**config.mk**
```make
export PLATFORM = sky130hd
export DESIGN_NAME = last_pressed_key_scanner
export DESIGN_NICKNAME = d
export VERILOG_FILES = /design/src/lpks_pkg.sv /design/src/lpks_combo.sv /design/src/lpks_track.sv /design/src/last_pressed_key_scanner.sv
export SDC_FILE = /design/constraint.sdc
export NUM_CORES = 1
export LEC_CHECK = 0
export BUFFER_PORTS_ARGS = -buffer_cell sky130_fd_sc_hd__buf_2
export CORE_MARGIN = 1.5
export CORE_UTILIZATION = 45
export DETAILED_ROUTE_END_ITERATION = 8
export SYNTH_ARGS = -nofsm -noshare
export SYNTH_HDL_FRONTEND = slang
export SYNTH_HIERARCHICAL = 1
export SYNTH_SLANG_ARGS = --single-unit
```
**constraint.sdc**
```tcl
create_clock -name clk -period 18.9 [get_ports clk]
set_input_delay 1.89 -clock clk [delete_from_list [all_inputs] [get_ports clk]]
set_output_delay 1.89 -clock clk [all_outputs]
set_load 0.02 [all_outputs]
```
**src/lpks_pkg.sv**
```systemverilog
// ============================================================================
// lpks_pkg
// shared widths, codes and defaults for the last pressed key scanner
// ============================================================================
package lpks_pkg;

    localparam int KEY_FIELD_W = 7;
    localparam int STAMP_W     = 16;
    localparam int TIME_W      = 32;
    localparam int WINDOW_W    = 16;
    localparam int CODE_W      = 4;

    localparam int S_TDATA_W   = 48;
    localparam int M_TDATA_W   = 8;

    localparam int DEFAULT_NUM_KEYS = 7;

    localparam logic [WINDOW_W-1:0] DEFAULT_EXIT_WINDOW = WINDOW_W'(100);

    localparam logic [CODE_W-1:0] CODE_NONE = CODE_W'(0);
    localparam logic [CODE_W-1:0] CODE_EXIT = CODE_W'(8);

    // control from the combo check to the key tracker
    typedef struct packed {
        logic advance;    // scan beat accepted this cycle
        logic hold_keys;  // exit combo hit, key state stays
    } lpks_step_t;

endpackage

```
**src/lpks_combo.sv**
```systemverilog
// ============================================================================
// lpks_combo
// exit combo check: arming, start time capture and window compare
// ============================================================================
module lpks_combo
(
    input  logic                          clk,
    input  logic                          rst_n,
    input  logic                          cfg_wr_en,
    input  logic [lpks_pkg::WINDOW_W-1:0] cfg_wr_data,
    input  logic                          advance,
    input  logic                          exit_a_level,
    input  logic                          exit_b_level,
    input  logic [lpks_pkg::TIME_W-1:0]   now_ms,
    output lpks_pkg::lpks_step_t          step
);
    import lpks_pkg::*;

    logic [WINDOW_W-1:0] window_reg;
    logic                armed_reg;
    logic                armed_next;
    logic [TIME_W-1:0]   start_reg;
    logic [TIME_W-1:0]   start_next;
    logic [TIME_W-1:0]   elapsed;
    logic                any_low;
    logic                both_low;

    assign any_low  = ~exit_a_level | ~exit_b_level;
    assign both_low = ~exit_a_level & ~exit_b_level;

    always_comb
    begin
        armed_next = armed_reg;
        start_next = start_reg;
        if (any_low)
        begin
            armed_next = 1'b1;
            if (!armed_reg)
            begin
                start_next = now_ms;
            end
        end
        else
        begin
            armed_next = 1'b0;
        end
    end

    assign elapsed = now_ms - start_next;

    assign step.advance   = advance;
    assign step.hold_keys = both_low && (elapsed <= TIME_W'(window_reg));

    always_ff @(posedge clk or negedge rst_n)
    begin
        if (!rst_n)
        begin
            window_reg <= DEFAULT_EXIT_WINDOW;
        end
        else if (cfg_wr_en)
        begin
            window_reg <= cfg_wr_data;
        end
    end

    always_ff @(posedge clk or negedge rst_n)
    begin
        if (!rst_n)
        begin
            armed_reg <= 1'b0;
            start_reg <= '0;
        end
        else if (advance)
        begin
            armed_reg <= armed_next;
            start_reg <= start_next;
        end
    end

endmodule

```
**src/lpks_track.sv**
```systemverilog
// ============================================================================
// lpks_track
// per-key edge detect, press stamps and newest-held-key select
// ============================================================================
module lpks_track
#(
    parameter int NUM_KEYS = lpks_pkg::DEFAULT_NUM_KEYS
)
(
    input  logic                             clk,
    input  logic                             rst_n,
    input  lpks_pkg::lpks_step_t             step,
    input  logic [lpks_pkg::KEY_FIELD_W-1:0] key_levels,
    output logic [lpks_pkg::CODE_W-1:0]      key_code
);
    import lpks_pkg::*;

    localparam int EXT_W   = (NUM_KEYS > KEY_FIELD_W) ? NUM_KEYS : KEY_FIELD_W;
    localparam int CNT_W   = $clog2(NUM_KEYS + 1);
    localparam int IDX_W   = (NUM_KEYS > 1) ? $clog2(NUM_KEYS) : 1;

    logic [EXT_W-1:0]    levels_ext;
    logic [NUM_KEYS-1:0] cur;
    logic [NUM_KEYS-1:0] fall;

    logic [NUM_KEYS-1:0] prev_reg;
    logic [NUM_KEYS-1:0] held_reg;
    logic [NUM_KEYS-1:0] held_next;
    logic [STAMP_W-1:0]  stamp_reg  [NUM_KEYS];
    logic [STAMP_W-1:0]  stamp_next [NUM_KEYS];
    logic [STAMP_W-1:0]  counter_reg;
    logic [STAMP_W-1:0]  counter_next;

    logic [CNT_W-1:0]    fall_cnt;
    logic                found;
    logic [IDX_W-1:0]    best;
    logic [STAMP_W-1:0]  best_stamp;

    // keys past the level field read as released
    assign levels_ext = EXT_W'({{EXT_W{1'b1}}, key_levels});
    assign cur        = levels_ext[NUM_KEYS-1:0];
    assign fall       = prev_reg & ~cur;

    always_comb
    begin
        fall_cnt = '0;
        for (int i = 0; i < NUM_KEYS; i++)
        begin
            held_next[i]  = held_reg[i];
            stamp_next[i] = stamp_reg[i];
            if (fall[i])
            begin
                fall_cnt      = fall_cnt + CNT_W'(1);
                held_next[i]  = 1'b1;
                stamp_next[i] = counter_reg + STAMP_W'(fall_cnt);
            end
            else if (cur[i])
            begin
                held_next[i] = 1'b0;
            end
        end
        counter_next = counter_reg + STAMP_W'(fall_cnt);
        if (held_next == '0)
        begin
            counter_next = '0;
        end
    end

    // newest stamp wins, ties to the lower index
    always_comb
    begin
        found      = 1'b0;
        best       = '0;
        best_stamp = '0;
        for (int i = 0; i < NUM_KEYS; i++)
        begin
            if (held_next[i] && (!found || stamp_next[i] > best_stamp))
            begin
                found      = 1'b1;
                best       = IDX_W'(i);
                best_stamp = stamp_next[i];
            end
        end
    end

    assign key_code = found ? (CODE_W'(best) + CODE_W'(1)) : CODE_NONE;

    always_ff @(posedge clk or negedge rst_n)
    begin
        if (!rst_n)
        begin
            prev_reg    <= '1;
            held_reg    <= '0;
            counter_reg <= '0;
            for (int i = 0; i < NUM_KEYS; i++)
            begin
                stamp_reg[i] <= '0;
            end
        end
        else if (step.advance && !step.hold_keys)
        begin
            prev_reg    <= cur;
            held_reg    <= held_next;
            counter_reg <= counter_next;
            for (int i = 0; i < NUM_KEYS; i++)
            begin
                stamp_reg[i] <= stamp_next[i];
            end
        end
    end

endmodule

```
**src/last_pressed_key_scanner.sv**
```systemverilog
// ============================================================================
// last_pressed_key_scanner
// reports the most recently pressed held key, or the exit combo code
// ----------------------------------------------------------------------------
// one scan beat in on s_axis, one key code beat out on m_axis per scan.
// the scan is checked against the exit combo first (both exit keys low
// within exit_window_ms of arming gives code 8 and leaves key state alone);
// otherwise key falling edges are stamped and the newest held key is
// reported as index plus one, or 0 when nothing is held.
// the code is registered: it appears on m_axis the cycle after the
// scan beat is taken. throughput is one scan per clock while the receiver
// does not stall, set by the single output register; s_axis_tready stays
// high while that register is empty or being drained in the same cycle.
// when the receiver stalls the code is held in the output register and
// further scans are blocked until it is taken.
// reset releases all keys, clears held bits, stamps and the combo arming,
// empties the output register and sets exit_window_ms to 100.
// cfg_wr_en writes exit_window_ms; write it only while no beat is in flight.
// ============================================================================
module last_pressed_key_scanner
#(
    parameter int NUM_KEYS = lpks_pkg::DEFAULT_NUM_KEYS
)
(
    input  logic                           clk,
    input  logic                           rst_n,
    input  logic                           cfg_wr_en,
    input  logic [lpks_pkg::WINDOW_W-1:0]  cfg_wr_data,
    input  logic                           s_axis_tvalid,
    output logic                           s_axis_tready,
    // key_levels[6:0], exit_a_level[7], exit_b_level[8], now_ms[40:9], zero
    input  logic [lpks_pkg::S_TDATA_W-1:0] s_axis_tdata,
    output logic                           m_axis_tvalid,
    input  logic                           m_axis_tready,
    // key_code[3:0], zero
    output logic [lpks_pkg::M_TDATA_W-1:0] m_axis_tdata
);
    import lpks_pkg::*;

    logic                   advance;
    lpks_step_t             step;
    logic [CODE_W-1:0]      track_code;
    logic                   out_valid_reg;
    logic [CODE_W-1:0]      out_code_reg;

    assign s_axis_tready = !out_valid_reg || m_axis_tready;
    assign advance       = s_axis_tvalid && s_axis_tready;

    lpks_combo u_combo
    (
        .clk          (clk),
        .rst_n        (rst_n),
        .cfg_wr_en    (cfg_wr_en),
        .cfg_wr_data  (cfg_wr_data),
        .advance      (advance),
        .exit_a_level (s_axis_tdata[KEY_FIELD_W]),
        .exit_b_level (s_axis_tdata[KEY_FIELD_W+1]),
        .now_ms       (s_axis_tdata[KEY_FIELD_W+2 +: TIME_W]),
        .step         (step)
    );

    lpks_track #(.NUM_KEYS(NUM_KEYS)) u_track
    (
        .clk        (clk),
        .rst_n      (rst_n),
        .step       (step),
        .key_levels (s_axis_tdata[KEY_FIELD_W-1:0]),
        .key_code   (track_code)
    );

    always_ff @(posedge clk or negedge rst_n)
    begin
        if (!rst_n)
        begin
            out_valid_reg <= 1'b0;
        end
        else if (advance)
        begin
            out_valid_reg <= 1'b1;
        end
        else if (m_axis_tready)
        begin
            out_valid_reg <= 1'b0;
        end
    end

    always_ff @(posedge clk)
    begin
        if (advance)
        begin
            out_code_reg <= step.hold_keys ? CODE_EXIT : track_code;
        end
    end

    assign m_axis_tvalid = out_valid_reg;
    assign m_axis_tdata  = M_TDATA_W'(out_code_reg);

endmodule
```
* Word-level counts from Yosys, hierarchy flattened *
Cells that the tools add are included.

word-level totals
  flip-flop bits (word level) = 196
  input bits = 69
  output and inout port bits = 10

operators by class
  add/sub/neg operators = 16
  magnitude comparators = 7
  muxes and demuxes = 54
  bitwise gates (word level) = 7
  reduce and logical (&&, ||, !) cells = 27

operators with widths
  cell                                            number
  two-way mux 16 bit                              14
  adder 16 x 3 -> 16 bit                          7
  > comparator 16 bit                             6
  two-way mux 32 bit                              2
  <= comparator 32 x 16 -> 1 bit                  1
  subtractor 32 bit                               1
  two-way mux 3 bit                               9
  two-way mux 1 bit                               26
  adder 16 x 1 -> 16 bit (second input constant)  1
  adder 3 x 1 -> 3 bit (second input constant)    5
  logical AND 1 bit                               9
  zero test 1 bit                                 8
  bitwise AND 7 bit                               1
  zero test 7 bit                                 1
  logical OR 1 bit                                7
  NOT 7 bit                                       1
  adder 3 x 1 -> 4 bit (second input constant)    1
  two-way mux 2 bit                               2
  two-way mux 4 bit                               1
  NOT 1 bit                                       3
  adder 1 x 1 -> 2 bit (second input constant)    1
  nonzero test 2 bit                              1
  OR reduction 2 bit                              1
  bitwise AND 1 bit                               1
  bitwise OR 1 bit                                1

* Logic depth before layout (Yosys ltp) *
  word-level depth = 32
  mapped depth = 83
  mapped depth without buffers = 74

* Hierarchy *
Netlist, hierarchy kept.

modules (own cells, without submodules)
  module                    instances  cells an instance  area each (um^2)  sequential area each (um^2)
  lpks_track                1          1,749              12,937.4          3,562.2
  lpks_combo                1          481                4,301.6           1,229.9
  last_pressed_key_scanner  1          17                 232.7             145.1

* Worst setup path after synthesis *
No wires, ideal clock.

  path type = in2reg
  from = input s_axis_tdata[0] (netlist name)
  to = register out_code_reg[1] (data pin)
  library setup time = 271 ps
  data arrival time = 15,677 ps
  slack = 2,952 ps
  stages = 76
  buffers on the path = 11
  cells stage by stage = and2b_1 clkbuf_1 clkbuf_1 xnor2_1 ha_1 inv_1 a211oi_1 nand2_1 xor2_1 o21ai_0 ha_1 and4_1 nand4_1 o311ai_2 buf_4 a21oi_2 nor2_1 inv_1 [40 not listed] a31oi_1 buf_2 buf_1 nand2_1 o31ai_1 ha_1 nor2b_1 o21a_1 o21a_1 o21a_1 o21a_1 o21ai_0 a31oi_1 o21ai_0 o31ai_1 ha_1 nor2b_1 nor2b_1

RTL lines
  element               line                            text
  start, declared       last_pressed_key_scanner.sv:32  input logic [lpks_pkg::S_TDATA_W-1:0] s_axis_tdata,
  end signal, assigned  last_pressed_key_scanner.sv:91  out_code_reg <= step.hold_keys ? CODE_EXIT : track_code;
  end, declared         last_pressed_key_scanner.sv:44  logic [CODE_W-1:0] out_code_reg;

==> metrics.md <==
| Metric | Value |
|---|---|
| Hold bufs inserted after CTS | `0` |
| Initial antenna violation count | `0` |
| Total gr overflow | `0` |
| Pin count of the biggest net entering global routing | `86` |
| RR Startpoint | `u_track/counter_reg[9]$_DFFE_PN0P_` |
| CTS tree | `built` |
| Total number of vias | `roughly 16,000` |
| Die X | `200.0 um` |
| Reg-to-reg critical path endpoint | `out_code_reg[1]$_SDFFCE_PP0P_` |
| Post-synthesis async set-or-reset flop share | `97.96%` |
| Vias in the first global route | `~15,000` |
| Final period utilization | `94.04%` |
| R2R setup slack | `roughly 1.9 ns` |
| Pleak | `8.753 nW` |
| Final TNS setup | `0 ns` |
| Die area | `between 0.04 and 0.05 mm2` |
| Worst Setup SP | `s_axis_tdata[0]` |
| Routed length per instance | `slightly below 20 um` |
| CP Class | `primary input to register` |
| Worst setup SP type | `primary input` |
| Fraction of layout cells with a size suffix above 1 | `between 10% and 20%` |
| Fmax | `about 56 MHz` |
| Fin area | `0.01893 mm2` |
| Final ANT Viol Nets | `0` |
| Power Density | `about 110 mW/mm2` |
| Reg2reg path depth | `between 60 and 70` |
| Sink Count | `roughly 200` |
| Warning count from the yosys run | `6` |
| Worst Tran Pin Value | `roughly 1.0 ns` |
| HP Class | `register to register` |
| Number of flops mapped to enable cells by yosys | `4` |
| Worst-path maximum fanout | `22` |
| Final wirelength | `roughly 54 mm` |
| CP Capture Type | `register` |
| Setup Skew | `between 0.01 and 0.015 ns` |
| Nets | `between 2,000 and 3,000` |
| DR vias/cell | `about 5.7` |
| Final count of hold timing violations | `0` |
| Mapped cell area | `between 0.015 and 0.02 mm2` |
| Area Overhead vs Synth | `8.357%` |
| Final setup fails | `0` |
| Outcome | `finished clean` |
| WP data arrival | `around 18 ns` |
| Deepest clock path buffer count | `2` |
| Clk slew on worst S/H paths | `approximately 0.08 ns` |
| Skew-Pair Late Insertion Delay | `0.48 ns` |
| Max reg flops | `about 110` |
| Post-DP HPWL | `between 40 and 50 mm` |
| Clock H-tree levels | `4` |
| Starting Density | `a little under half` |
| GRT Total Usage | `about 28%` |
| Minimum clock period | `around 18 ns` |
| Unrepaired setup endpoints after global routing | `false` |
| Netlist cell types | `82` |
| CORE AREA | `0.03793 mm2` |
| CP max stage cell | `a21o_1` |
| DR DRC count | `0` |
| Placed inst area | `roughly 0.018 mm2` |
| Worst IR Drop VDD | `~79 uV` |
| Seq cells post-synth | `approximately 200` |
| GPL Wtd Cong | `between 0.9 and 1` |
| Post-cts gate resize count | `0` |
| First-pass GRT wire length | `between 80 and 90 mm` |
| Diode count | `0` |
| Critical Path End | `out_code_reg[1]$_SDFFCE_PP0P_` |
| Worst slew margin | `31.10%` |
| Core Rows | `slightly above 70` |
| Most common cell after layout, fill and taps aside | `nand2_1` |
| Fin. max-slew vios | `0` |
| Crit path top cell by count | `a21o_1` |
| Cells after synthesis | `2,247` |
| Most frequent cells in the layout | `nand2_1, o21ai_0, dfrtp_1` |
| Die height | `200.0 um` |
| Io pins | `slightly below 80` |
| Post-Syn Area per Cell | `about 8 um2` |
| I/O Buffers | `67` |
| Setup bufs post-CTS | `0` |
| Max cap viols | `0` |
| CTS root buf | `clkbuf_16` |
| Post-synthesis sequential area ratio | `around 28%` |
| CP max stage delay | `0.60 ns` |
| Iteration-0 DRC count of the detailed router | `approximately 1,100` |
| First-pass detailed-route iteration total | `5` |
| CTS buffer count | `17` |
| Most used DFF post-synth | `dfrtp_1` |
| CP required | `19.10 ns` |
==> layer usage <==
| layer | wire length [um] | track usage, % | part of all wire [%] | vias to the layer above |
|---|---|---|---|---|
| met5 | 0 | 0 | 0 | - |
| met4 | 1986 | 11.33 | 3.7 | 0 |
| met3 | 3487 | 4.889 | 6.4 | 103 |
| met2 | 25080 | 46.10 | 46 | 494 |
| met1 | 23820 | 36.12 | 44 | 7486 |
| li1 | - | - | - | 7722 |
==> worst min-delay path by stage <==
stage                                            startpoint                                end  slack [ns]  cells after the start
after floorplan            u_track/stamp_reg[3]$_DFFE_PN0P_   u_track/stamp_reg[3]$_DFFE_PN0P_        0.44                      2
after global placement      u_track/prev_reg[2]$_DFFE_PN1P_    u_track/prev_reg[2]$_DFFE_PN1P_        0.45                      2
after detailed placement  u_track/stamp_reg[81]$_DFFE_PN0P_  u_track/stamp_reg[81]$_DFFE_PN0P_        0.46                      2
after CTS                   u_track/prev_reg[2]$_DFFE_PN1P_    u_track/prev_reg[2]$_DFFE_PN1P_        0.48                      2
after global routing      u_track/stamp_reg[84]$_DFFE_PN0P_  u_track/stamp_reg[84]$_DFFE_PN0P_        0.50                      2
final                       u_track/prev_reg[3]$_DFFE_PN1P_    u_track/prev_reg[3]$_DFFE_PN1P_        0.47                      2
==> cell usage after synthesis (all sizes together), types with 3 or more instances <==
cell | instances | area share [%]
a21o | 45 | 1.9
and3 | 6 | 0.25
a22oi | 3 | 0.13
a31oi | 15 | 0.62
o22ai | 12 | 0.43
or3 | 12 | 0.43
xnor2 | 89 | 4.5
clkbuf | 84 | 1.8
o211ai | 12 | 0.54
inv | 114 | 2.4
nand2 | 443 | 9.5
nor4 | 4 | 0.21
ha | 171 | 12
o21a | 32 | 1.4
mux2 | 47 | 3.0
nor2b | 30 | 1.1
nor2 | 181 | 3.9
nand4 | 30 | 1.1
xor2 | 48 | 2.4
and2 | 10 | 0.37
o31ai | 13 | 0.59
or2 | 16 | 0.57
fa | 7 | 0.80
dfstp | 10 | 1.5
o311a | 3 | 0.18
mux2i | 47 | 2.7
nand3 | 43 | 1.3
buf | 44 | 1.4
dfrtp | 182 | 26
o21bai | 10 | 0.43
o41ai | 3 | 0.15
nor3 | 39 | 1.2
nand2b | 25 | 0.94
o21ai | 214 | 6.2
edfxtp | 4 | 0.69
a211oi | 23 | 0.99
a21oi | 138 | 4.0
and4 | 9 | 0.45
==> power breakdown <==
group	switching, mW	leakage [nW]	internal (mW)
registers	0.0438	2.55	0.498
clock network	0.195	0.308	0.210
logic	0.740	5.90	0.490
==> metrics by stage <==
stage / instances / setup slack [ns] / power [mW] / utilization [%] / hold WS (ns)
5_1_grt: 2777 / 0.1613 / 2.357 / 49.91 / 0.5001
2_1_floorplan: 2250 / 2.952 / 1.432 / - / 0.4401
6_report: 2777 / 1.126 / 2.176 / 49.91 / 0.4703
3_3_place_gp: 2745 / 0.9527 / 1.731 / 48.24 / 0.4548
3_5_place_dp: 2745 / 1.071 / 1.757 / 48.24 / 0.4617
4_1_cts: 2777 / 1.459 / 2.180 / 49.91 / 0.4759
==> kinds of logic after synthesis <==
logic type      synth area share [%]
simple gates                   21.64
compound gates                 18.71
buf+inv                        5.650
flops                          28.26
fa+ha+maj                      13.11
xor+xnor                       6.868
mux                            5.722
other cells                  0.04298
==> critical path, delay by kind of cell <==
| kind | cells | cell delay (ns) |
|---|---|---|
| adders and majority gates | 9 | 2.54 |
| AOI/OAI and AO/OA | 40 | 10.04 |
| muxes | 1 | 0.28 |
| buffers and inverters | 5 | 0.66 |
| xor gates and xnor gates | 1 | 0.11 |
| and+or+nand+nor | 13 | 2.42 |
==> layout make-up <==
| type | count | area (um2) |
|---|---|---|
| fillers | 3724 | 19000 |
| multi-input cells | 1812 | 11600 |
| flip-flops and latches | 196 | 4937 |
| repair buffers | 112 | 694.4 |
| well taps | 511 | 639.4 |
| clock buffers | 19 | 452.9 |
| inverters | 114 | 427.9 |
| clock inverters | 13 | 180.2 |
(Power assumes the default switching activity.)
